<file path="config.mk">
export PLATFORM = sky130hd
export DESIGN_NAME = pnq_ctrl
export DESIGN_NICKNAME = d
export VERILOG_FILES = /design/src/design/pnq_pkg.sv /design/src/design/pnq_ctrl.sv
export SDC_FILE = /design/constraint.sdc
export NUM_CORES = 1
export LEC_CHECK = 0
export BUFFER_PORTS_ARGS = -buffer_cell sky130_fd_sc_hd__buf_2
export CAP_MARGIN = 20
export CORE_AREA = 2 2 39 41
export CTS_CLUSTER_DIAMETER = 80
export DETAILED_ROUTE_END_ITERATION = 8
export DIE_AREA = 0 0 41 43
export GPL_ROUTABILITY_DRIVEN = 1
export PLACE_DENSITY = 0.53
export SYNTH_ARGS = -nofsm -noshare
export SYNTH_HDL_FRONTEND = slang
export SYNTH_SLANG_ARGS = --single-unit
</file>
<file path="constraint.sdc">
create_clock -name clock -period 2.5 [get_ports clock]
set_clock_uncertainty 0.1 [all_clocks]
set_input_delay 0 -clock clock [delete_from_list [all_inputs] [get_ports clock]]
set_output_delay 0 -clock clock [all_outputs]
set_load 0.02 [all_outputs]
</file>
<file path="src/design/pnq_pkg.sv">
`timescale 1ns / 1ps
package pnq_pkg;

   // input item actions
   localparam logic [1:0] ACT_WRITE = 2'd0;
   localparam logic [1:0] ACT_QUANT = 2'd1;
   localparam logic [1:0] ACT_FILL  = 2'd2;

   localparam int ACTION_W  = 2;
   localparam int INDEX_W   = 8;
   localparam int COLOR_W   = 32;
   localparam int RGB_W     = 24;
   localparam int CHAN_W    = 8;
   localparam int SQ_W      = 16;
   localparam int DIST_W    = 18;
   localparam int ROOT_W    = 9;
   localparam int REM_W     = 12;
   localparam int ROOT_CNT_W = 4;
   localparam int REQ_DATA_W = 48;

   // larger than any squared rgb distance, so the first entry always wins
   localparam logic [DIST_W-1:0] DIST_MAX = '1;

   typedef enum logic [2:0] {
      ST_IDLE,
      ST_FILL,
      ST_SCAN,
      ST_ROOT,
      ST_DONE
   } state_type;

   typedef struct packed {
      logic wr_entry;
      logic load_query;
      logic addr_clear;
      logic fill_step;
      logic scan_issue;
      logic flush;
      logic root_start;
      logic restart;
      logic emit;
   } cmd_type;

   typedef struct packed {
      logic fill_last;
      logic issue_end;
      logic hit;
      logic scan_done;
      logic root_done;
      logic best_last;
      logic out_busy;
   } stat_type;

   // rgb332 index expanded to rgb888, bits repeated down each channel
   function automatic logic [RGB_W-1:0] rgb332_expand(input logic [INDEX_W-1:0] i);
      logic [CHAN_W-1:0] r;
      logic [CHAN_W-1:0] g;
      logic [CHAN_W-1:0] b;
      r = {i[7:5], i[7:5], i[7:6]};
      g = {i[4:2], i[4:2], i[4:3]};
      b = {4{i[1:0]}};
      return {r, g, b};
   endfunction

endpackage

</file>
<file path="src/design/pnq_ctrl.sv">
`timescale 1ns / 1ps
module pnq_ctrl (
   input  logic                       clock,
   input  logic                       reset,
   input  logic                       req_tvalid,
   output logic                       req_tready,
   input  logic [pnq_pkg::ACTION_W-1:0] action,
   input  pnq_pkg::stat_type          stat,
   output pnq_pkg::cmd_type           cmd
);
   import pnq_pkg::*;

   state_type state_ff, state_in;

   always_ff @(posedge clock) begin
      if (reset) begin
         state_ff <= ST_IDLE;
      end else begin
         state_ff <= state_in;
      end
   end

   always_comb begin
      state_in   = state_ff;
      cmd        = '0;
      req_tready = 1'b0;
      unique case (state_ff)
         ST_IDLE: begin
            req_tready = 1'b1;
            if (req_tvalid) begin
               unique case (action)
                  ACT_WRITE: begin
                     cmd.wr_entry = 1'b1;
                  end
                  ACT_QUANT: begin
                     cmd.load_query = 1'b1;
                     cmd.addr_clear = 1'b1;
                     cmd.flush      = 1'b1;
                     state_in       = ST_SCAN;
                  end
                  ACT_FILL: begin
                     cmd.addr_clear = 1'b1;
                     state_in       = ST_FILL;
                  end
                  default: ;
               endcase
            end
         end
         ST_FILL: begin
            cmd.fill_step = 1'b1;
            if (stat.fill_last) begin
               state_in = ST_IDLE;
            end
         end
         ST_SCAN: begin
            if (stat.hit) begin
               cmd.flush      = 1'b1;
               cmd.root_start = 1'b1;
               state_in       = ST_ROOT;
            end else begin
               cmd.scan_issue = !stat.issue_end;
               if (stat.scan_done) begin
                  state_in = ST_DONE;
               end
            end
         end
         ST_ROOT: begin
            if (stat.root_done) begin
               if (stat.best_last) begin
                  state_in = ST_DONE;
               end else begin
                  cmd.restart = 1'b1;
                  state_in    = ST_SCAN;
               end
            end
         end
         ST_DONE: begin
            if (!stat.out_busy) begin
               cmd.emit = 1'b1;
               state_in = ST_IDLE;
            end
         end
         default: begin
            state_in = ST_IDLE;
         end
      endcase
   end

endmodule

</file>
## After elaboration in Yosys (flattened, before gate mapping)

Index checks and enable logic that the tools add are counted.

| operators by class | value |
|---|---|
| reduce and logical (&&, ||, !) cells | 5 |
| mux-type cells | 27 |
| eq/ne operators | 12 |

Operators with widths:

| kind | count |
|---|---|
| two-way mux 3 bit | 9 |
| case mux 3 bit (5 select lines) | 1 |
| two-way mux 1 bit | 14 |
| != test 2 bit (second input constant) | 4 |
| == test 3 x 2 -> 1 bit (second input constant) | 2 |
| case mux 3 bit (2 select lines) | 1 |
| AND reduction 6 bit | 1 |
| == test 3 x 1 -> 1 bit (second input constant) | 1 |
| == test 3 bit (second input constant) | 1 |
| zero test 3 bit | 1 |
| != test 3 x 1 -> 1 bit (second input constant) | 1 |
| != test 3 bit (second input constant) | 1 |
| == test 2 x 1 -> 1 bit (second input constant) | 1 |
| == test 2 bit (second input constant) | 1 |
| zero test 2 bit | 1 |
| two-way mux 2 bit | 1 |
| case mux 1 bit (2 select lines) | 1 |
| OR reduction 2 bit | 1 |
| zero test 1 bit | 1 |

| word-level totals | value |
|---|---|
| register bits | 3 |
| logic and storage cells | 45 |

## Logic depth before layout (Yosys ltp)

Gate-level depths: netlist (run 1).

| depth | value |
|---|---|
| word-level depth | 5 |
| mapped depth | 6 |

## Worst setup path after synthesis (run 1)

No wires, ideal clock.

| timing | value |
|---|---|
| path kind | flip-flop to output port |
| start | register state_ff[1] |
| end | output cmd[3] in the netlist's numbering |
| path buffers | 1 |
| data required time | 2.400 ns |
| stages on the path, launching flop included | 5 |
| data arrival time | 1.626 ns |
| setup slack | 0.774 ns |
| path through | dfxtp_1 > buf_4 > nor3_1 > and3_1 > or2_2 |

RTL lines:

| element | RTL line | text |
|---|---|---|
| start: declaration | pnq_ctrl.sv:13 | `state_type state_ff, state_in;` |
| start signal: assignment | pnq_ctrl.sv:19 | `state_ff <= state_in;` |
| end: declaration | pnq_ctrl.sv:9 | `output pnq_pkg::cmd_type cmd` |

==> metrics.yaml, run 1 <==
drt:
  route.vias.total: 418
  wirelength_um: 892
  route.detailed.wl_per_inst_um: 10.1
  routed_via_density: 4.75
  post-route-drc-count: 0
  drt-initial-drc-count: 7
  drt.antenna.violating_nets: 0
  drt_pre_antenna_iters: 4
die:
  io_pins: 22
  die_h_um: 43
  die_w_um: 41
  initial_core_utilization: 0.273
  std_cell_rows: 14
  core_region_area_um2: 1380
  die_area_um2: 1760
synth:
  synthesis.instances: 49
  ys_dominant_reg_cell: "sky130_fd_sc_hd__dfxtp_1"
  yosysMostFrequentCell: "sky130_fd_sc_hd__nand2_1"
  ys.warnings.count: 0
  syn-cell-area_um2: 378
  synth.distinct_cells: 26
  ys_seq_area_frac: 0.159
  synth_area_leaders: "sky130_fd_sc_hd__dfxtp_1 16%, sky130_fd_sc_hd__ha_1 9.9%, sky130_fd_sc_hd__nand4_4 5.6%"
  synth-seq-cells: 3
  synth_enable_flop_cells: 0
  yosys.area.top_type: "sky130_fd_sc_hd__dfxtp_1"
  synth.avg_cell_area_um2: 7.71
  yosys-top-cells-count: "5 x sky130_fd_sc_hd__nand2_1, 4 x sky130_fd_sc_hd__nor2_1"
  mappedNetlistNets: 64
  synth_async_sr_flop_share: 0
  synth_top_cell_area_share: 0.159
power:
  leakage_nw: 0.264
  peakVddDrop_mv: 0.232
  power_density_nw_per_um2: 756
layout:
  layout.filler_cells: 155
  insertedDiodeCount: 0
  largest_register_ff_count: 3
  finish.net_count: 88
  final_cell_count_no_fill: 88
  layout-area-overhead-vs-synth_pct: 35.8
  final_layout_size_suffix_gt1_frac: 0.389
  largest_registers: "state_ff: 3 flops"
  top_reg_by_flops: "state_ff"
timing:
  rsz_0062_raised_after_global_routing: "false"
  timing.setup.tns_ns: 0
  max_slew.worst_pin.slew_ns: 0.368
  max_freq_ghz: 0.609
  hold_violations: 0
  drv_slew: 0
  layout_worst_path_cycle_share: 0.656
  setup_viol: 0
  time_the_worst_path_needs_with_i_o_delays_and_setup_ns: 1.64
  timing.max_slew.rel_slack: 0.754
cts:
  post_cts.resized_instances: 0
  tritoncts: "built"
  cell_at_the_root_of_the_clock_tree: "sky130_fd_sc_hd__clkbuf_4"
  htree_levels: 1
  clock_insertion_delay_at_the_later_pin_of_the_skew_report_ns: 0.23
  cts_buffer_depth: 2
  cts-buffers-inserted: 3
  clock_transition_time_at_the_flip_flop_clock_pins_of_the_worst_setup_and_hold_paths_ns: 0.04
  clkSinkCount: 3
critical_path:
  largest_delay_share_family_worst_path: "simple AND/OR/NAND/NOR gates"
  critical_path_peak_fanout: 12
  worst_path_max_delay_cell: "sky130_fd_sc_hd__dfxtp_1"
  worstPathBufferInverterCount: 1
  critical_path_class: "reg2out"
  cp.required_ns: 2.40
  critPathCaptureType: "primary output"
  timing.critical_path.cells: "nor3_1 -> and3_1 -> or2_2 -> buf_2"
  cp.arrival_ns: 1.54
  critical_path.startpoint_type: "register"
  cp_slowest_stage_delay_ns: 0.53
run_status:
  run_status: "finished, final reports clean"
run:
  max-cap-violations: 0
global_routing:
  grt_overflow_total: 0
  via_count_of_the_first_global_routing_pass: 353
  track_usage: 0.122
  global_route_wire_length_before_repair_mm: 1.39
  pin_count_of_the_biggest_net_entering_global_routing: 13
  grt_antenna_before_repair: 0
placement:
  place.detailed.instances: 83
  detailedPlacementHpwl_um: 696
  port_buffers: 21
  place_congestion: 0.784
hold_path:
  min-delay-path-class: "in2reg"
==> cell families (layout without fill, tap and decap cells) <==
family,after synthesis,count (layout),synth area share
AOI/OAI and AO/OA,7,7,0.116
adders and majority gates,3,3,0.0993
and+or+nand+nor,28,28,0.474
muxes,2,2,0.0530
DFF,3,3,0.159
buffers and inverters,6,29,0.0993
==> stage by stage <==
stage,instance area [um2],utilization,total power [mW],hold slack [ns],setup slack (ns)
after CTS,513,0.371,0.393,0.0447,0.860
after global routing,513,0.371,0.419,0.0795,0.739
after global placement,477,0.344,0.302,0.158,1.01
after detailed placement,477,0.344,0.304,0.155,0.963
after floorplan,378,-,0.259,-0.0202,0.774
final,513,0.371,0.388,0.0483,0.859
==> per-layer routing <==
metal  global-route usage  vias up  wire length [um]
li1                     -      220                 -
met1                0.144      178               385
met2                0.166       18               423
met3               0.0314        2                65
met4                0.120        0                18
met5                    0        -                 0
==> worst min-delay path: stages <==
cell                       delay (ns)
sky130_fd_sc_hd__buf_2           0.09
sky130_fd_sc_hd__o21ai_0         0.07
sky130_fd_sc_hd__o211ai_1        0.09
sky130_fd_sc_hd__mux2i_1         0.07
==> final timing paths <==
kind                from           to  slack, ns  depth (start not counted)
max          state_ff[0]       cmd[3]       0.86                          4
min              stat[1]  state_ff[1]       0.05                          4
max reg2reg  state_ff[1]  state_ff[1]       0.94                          4
min reg2reg  state_ff[1]  state_ff[1]       0.53                          2
==> what timing repair did <==
| item | CTS | global route |
|---|---|---|
| setup endpoints to repair | 0 | 0 |
| hold buffers | 1 | 0 |
| buffers inserted | 0 | 0 |
| endpoints found under the hold margin | 3 | 0 |
==> report_power, final <==
group	total, mW	internal, mW	switching (mW)
clock	0.0840	0.0598	0.0242
combinational	0.212	0.0948	0.117
sequential	0.0923	0.0600	0.0323
==> area by class of cell <==
class	count	area (um2)	share of cell area
clock buffer	4	26.3	0.0512
inverter	3	11.3	0.0220
multi-input combinational	40	280	0.546
sequential	3	60.1	0.117
tap	16	20.0	0.0390
timing repair buffer	22	115	0.224
==> layout by cell type, fill, tap and decap left out <==
| cell | count |
|---|---|
| sky130_fd_sc_hd__buf_2 | 21 |
| sky130_fd_sc_hd__nand2_1 | 5 |
| sky130_fd_sc_hd__nor2_1 | 4 |
| sky130_fd_sc_hd__inv_1 | 3 |
| sky130_fd_sc_hd__nand2b_1 | 3 |
| sky130_fd_sc_hd__and3_1 | 3 |
| sky130_fd_sc_hd__o21ai_0 | 3 |
| sky130_fd_sc_hd__ha_1 | 3 |
| sky130_fd_sc_hd__clkbuf_4 | 3 |
| sky130_fd_sc_hd__dfxtp_1 | 3 |
| sky130_fd_sc_hd__nand3_1 | 2 |
| sky130_fd_sc_hd__o211ai_1 | 2 |
| sky130_fd_sc_hd__mux2i_1 | 2 |
| sky130_fd_sc_hd__nor3b_1 | 1 |
| sky130_fd_sc_hd__nor3_1 | 1 |
| sky130_fd_sc_hd__or2_2 | 1 |
| sky130_fd_sc_hd__and2b_2 | 1 |
| sky130_fd_sc_hd__and4b_1 | 1 |
| sky130_fd_sc_hd__nor4_1 | 1 |
| sky130_fd_sc_hd__and2_1 | 1 |
| sky130_fd_sc_hd__or4_4 | 1 |
| sky130_fd_sc_hd__nand3b_1 | 1 |
| sky130_fd_sc_hd__nand4_4 | 1 |
| sky130_fd_sc_hd__o22ai_1 | 1 |
| sky130_fd_sc_hd__a21boi_0 | 1 |
| sky130_fd_sc_hd__or4_1 | 1 |
| sky130_fd_sc_hd__clkbuf_1 | 1 |
| sky130_fd_sc_hd__dlygate4sd3_1 | 1 |
Note: power is estimated with default switching activity, not from simulation.
==> run 2: changes to the inputs <==
--- a/config.mk
+++ b/config.mk
@@ -5,6 +5,7 @@
 export SDC_FILE = /design/constraint.sdc
 export NUM_CORES = 1
 export LEC_CHECK = 0
+export ABC_AREA = 1
 export BUFFER_PORTS_ARGS = -buffer_cell sky130_fd_sc_hd__buf_2
 export CAP_MARGIN = 20
 export CORE_AREA = 2 2 39 41
@@ -12,7 +13,7 @@
 export DETAILED_ROUTE_END_ITERATION = 8
 export DIE_AREA = 0 0 41 43
 export GPL_ROUTABILITY_DRIVEN = 1
-export PLACE_DENSITY = 0.53
+export PLACE_DENSITY = 0.55
 export SYNTH_ARGS = -nofsm -noshare
 export SYNTH_HDL_FRONTEND = slang
 export SYNTH_SLANG_ARGS = --single-unit
==> constraint.sdc (replaced) <==
create_clock -name clock -period 1.5 [get_ports clock]
set_clock_uncertainty 0.1 [all_clocks]
set_input_delay 0 -clock clock [delete_from_list [all_inputs] [get_ports clock]]
set_output_delay 0 -clock clock [all_outputs]
set_load 0.02 [all_outputs]
==> metrics.yaml, run 2 <==
die:
  core_region_area_um2: 1380  # unchanged
  die_area_um2: 1760  # unchanged
  die_w_um: 41  # unchanged
  initial_core_utilization: 0.269  # -0.00452
  die_h_um: 43  # unchanged
  io_pins: 22  # unchanged
  std_cell_rows: 14  # unchanged
run_status:
  run_status: "finished, final reports clean"
power:
  peakVddDrop_mv: 0.507  # +120%
  leakage_nw: 0.344  # +30%
  power_density_nw_per_um2: 1580  # +110%
  total_power_mw: 0.862  # +120%
timing:
  layout_worst_path_cycle_share: 0.919
  timing.setup.tns_ns: 0  # unchanged
  hold_violations: 0  # unchanged
  drv_slew: 0  # unchanged
  max_slew.worst_pin.slew_ns: 0.282  # -0.0865 ns
  time_the_worst_path_needs_with_i_o_delays_and_setup_ns: 1.38
  rsz_0062_raised_after_global_routing: "false"
  timing.max_slew.rel_slack: 0.812  # +0.0578
  setup_viol: 0  # unchanged
  max_freq_ghz: 0.726
  hold_slack_ns: 0.0813  # +0.0330 ns
critical_path:
  critical_path_class: "reg2out"
  worstPathBufferInverterCount: 1  # unchanged
  cp.arrival_ns: 1.28  # -0.26 ns
  critical_path.startpoint_type: "register"
  largest_delay_share_family_worst_path: "flip-flops"
  worst_r2r_startpoint: "state_ff[0]"
  timing.critical_path.cells: "nand2_1 -> nor2_2 -> nand2_1 -> nor2_1 -> buf_2"
  critPathCaptureType: "primary output"
  cp_common_cell: "sky130_fd_sc_hd__nand2_1"
  crit_path_start: "state_ff[0]"
  cp.required_ns: 1.40  # -1.00 ns
  critical_path_peak_fanout: 7  # -5
  cp_slowest_stage_delay_ns: 0.47  # -0.06 ns
  worst_path_max_delay_cell: "sky130_fd_sc_hd__dfxtp_1"
synth:
  ys_seq_area_frac: 0.162  # +0.00268
  synth_async_sr_flop_share: 0  # unchanged
  synth_area_leaders: "sky130_fd_sc_hd__nand3_1 18%, sky130_fd_sc_hd__dfxtp_1 16%, sky130_fd_sc_hd__inv_1 14%"
  yosys.area.top_type: "sky130_fd_sc_hd__nand3_1"
  synth.avg_cell_area_um2: 5.31  # -31%
  ys.warnings.count: 0  # unchanged
  synth-seq-cells: 3  # unchanged
  synth.distinct_cells: 14  # -46%
  synthesis.instances: 70  # +43%
  synth_top_cell_area_share: 0.175  # +0.0161
  mappedNetlistNets: 85  # +33%
  syn-cell-area_um2: 372  # -1.7%
  synth_enable_flop_cells: 0  # unchanged
  ys_dominant_reg_cell: "sky130_fd_sc_hd__dfxtp_1"
  yosys-top-cells-count: "14 x sky130_fd_sc_hd__inv_1, 14 x sky130_fd_sc_hd__nor2_1, 13 x sky130_fd_sc_hd__nand2_1, 13 x sky130_fd_sc_hd__nand3_1"
cts:
  tritoncts: "built"
  cell_at_the_root_of_the_clock_tree: "sky130_fd_sc_hd__clkbuf_4"
  htree_levels: 1  # unchanged
  clock_transition_time_at_the_flip_flop_clock_pins_of_the_worst_setup_and_hold_paths_ns: 0.04  # about the same
  cts_buffer_depth: 2  # unchanged
  clock_insertion_delay_at_the_later_pin_of_the_skew_report_ns: 0.23  # about the same
  clkSinkCount: 3  # unchanged
  cts_setup_buffers: 0  # unchanged
  cts-buffers-inserted: 3  # unchanged
layout:
  finish.net_count: 112  # +27%
  largest_registers: "state_ff: 3 flops"
  mostFrequentLayoutCell: "sky130_fd_sc_hd__buf_2"
  layout.cells.most_common_list: "21 x sky130_fd_sc_hd__buf_2, 14 x sky130_fd_sc_hd__inv_1, 13 x sky130_fd_sc_hd__nand3_1, 13 x sky130_fd_sc_hd__nand2_1, 12 x sky130_fd_sc_hd__nor2_1"
  largest_register_ff_count: 3  # unchanged
  insertedDiodeCount: 0  # unchanged
  final_layout_size_suffix_gt1_frac: 0.323  # -0.0660
  final_cell_count_no_fill: 112  # +27%
  layout-area-overhead-vs-synth_pct: 46.5
  top_reg_by_flops: "state_ff"
global_routing:
  met1_usage: 0.157  # +0.0123
  track_usage: 0.129  # +0.00689
  grt.busiest_layer: "met2"
  global_route_wire_length_before_repair_mm: 1.64  # +17%
  pin_count_of_the_biggest_net_entering_global_routing: 8  # -5
  via_count_of_the_first_global_routing_pass: 459  # +30%
  use_met2: 0.213  # +0.0469
  grt_overflow_total: 0  # unchanged
  grt_antenna_before_repair: 0  # unchanged
  global_route.usage.met3: 0  # -0.0314
hold_path:
  min-delay-start: "stat[3]"
  min-delay-path-class: "in2reg"
placement:
  place.detailed.instances: 107  # +29%
  port_buffers: 21  # unchanged
  detailedPlacementHpwl_um: 768  # +10%
  place_congestion: 0.727  # -7.3%
drt:
  routed_via_density: 4.45  # -6.4%
  wirelength_um: 923  # +3.5%
  route.detailed.wl_per_inst_um: 8.24  # -19%
  drt-initial-drc-count: 9  # +2
  post-route-drc-count: 0  # unchanged
  drt.antenna.violating_nets: 0  # unchanged
  route.vias.total: 498  # +19%
  drt_pre_antenna_iters: 4  # unchanged
run:
  max-cap-violations: 0  # unchanged
run 2: final timing paths:
kind	end	slack, ns	cells past startpoint
worst max register to register	state_ff[2]	0.17	8
worst min-delay path	state_ff[1]	0.08	5
worst min register to register	state_ff[2]	0.48	2
worst max-delay path	cmd[1]	0.12	5
run 2: layout make-up:
type                    instances  area (um2)
well taps                      16        20.0
clock buffers                   4        26.3
flip-flops and latches          3        61.3
multi-input cells              51         262
repair buffers                 22         115
fillers                       161         840
inverters                      16        60.1
run 2: worst reg2reg max path: cells and delay by family (launching register included):
family        cells  cell delay, ns
simple gates      8            0.69
flops             1            0.47
run 2: through the flow:
step	area (um2)	setup slack (ns)	util
after global routing	544	0.0228	0.393
after CTS	536	0.0878	0.387
after global placement	497	0.220	0.359
after floorplan	372	0.198	-
final	544	0.122	0.393
after detailed placement	497	0.219	0.359
run 2: routing by layer:
metal | wire (um) | up-vias
met5 | 0 | -
met4 | 0 | 0
met3 | 46 | 0
met2 | 477 | 13
met1 | 399 | 214
li1 | - | 271
run 2: logic make-up after synthesis:
kind of cell,synth area share
AO/OA/AOI/OAI,0.0269
adder cells (fa/ha/maj),0.101
buffers and inverters,0.162
flip-flops,0.162
AND/OR/NAND/NOR,0.549
run 2: repair_timing:
item                                    CTS  global route
hold buffers                              1             0
hold endpoints to repair                  3             0
endpoints found under the setup margin    1             2
resized for setup                         1             3
run 2: power breakdown:
part           switching, mW  leakage, nW  internal (mW)
Combinational          0.357        0.304          0.197
Sequential            0.0535       0.0251          0.115
Clock                 0.0394       0.0150         0.0996
Total                  0.450        0.344          0.412
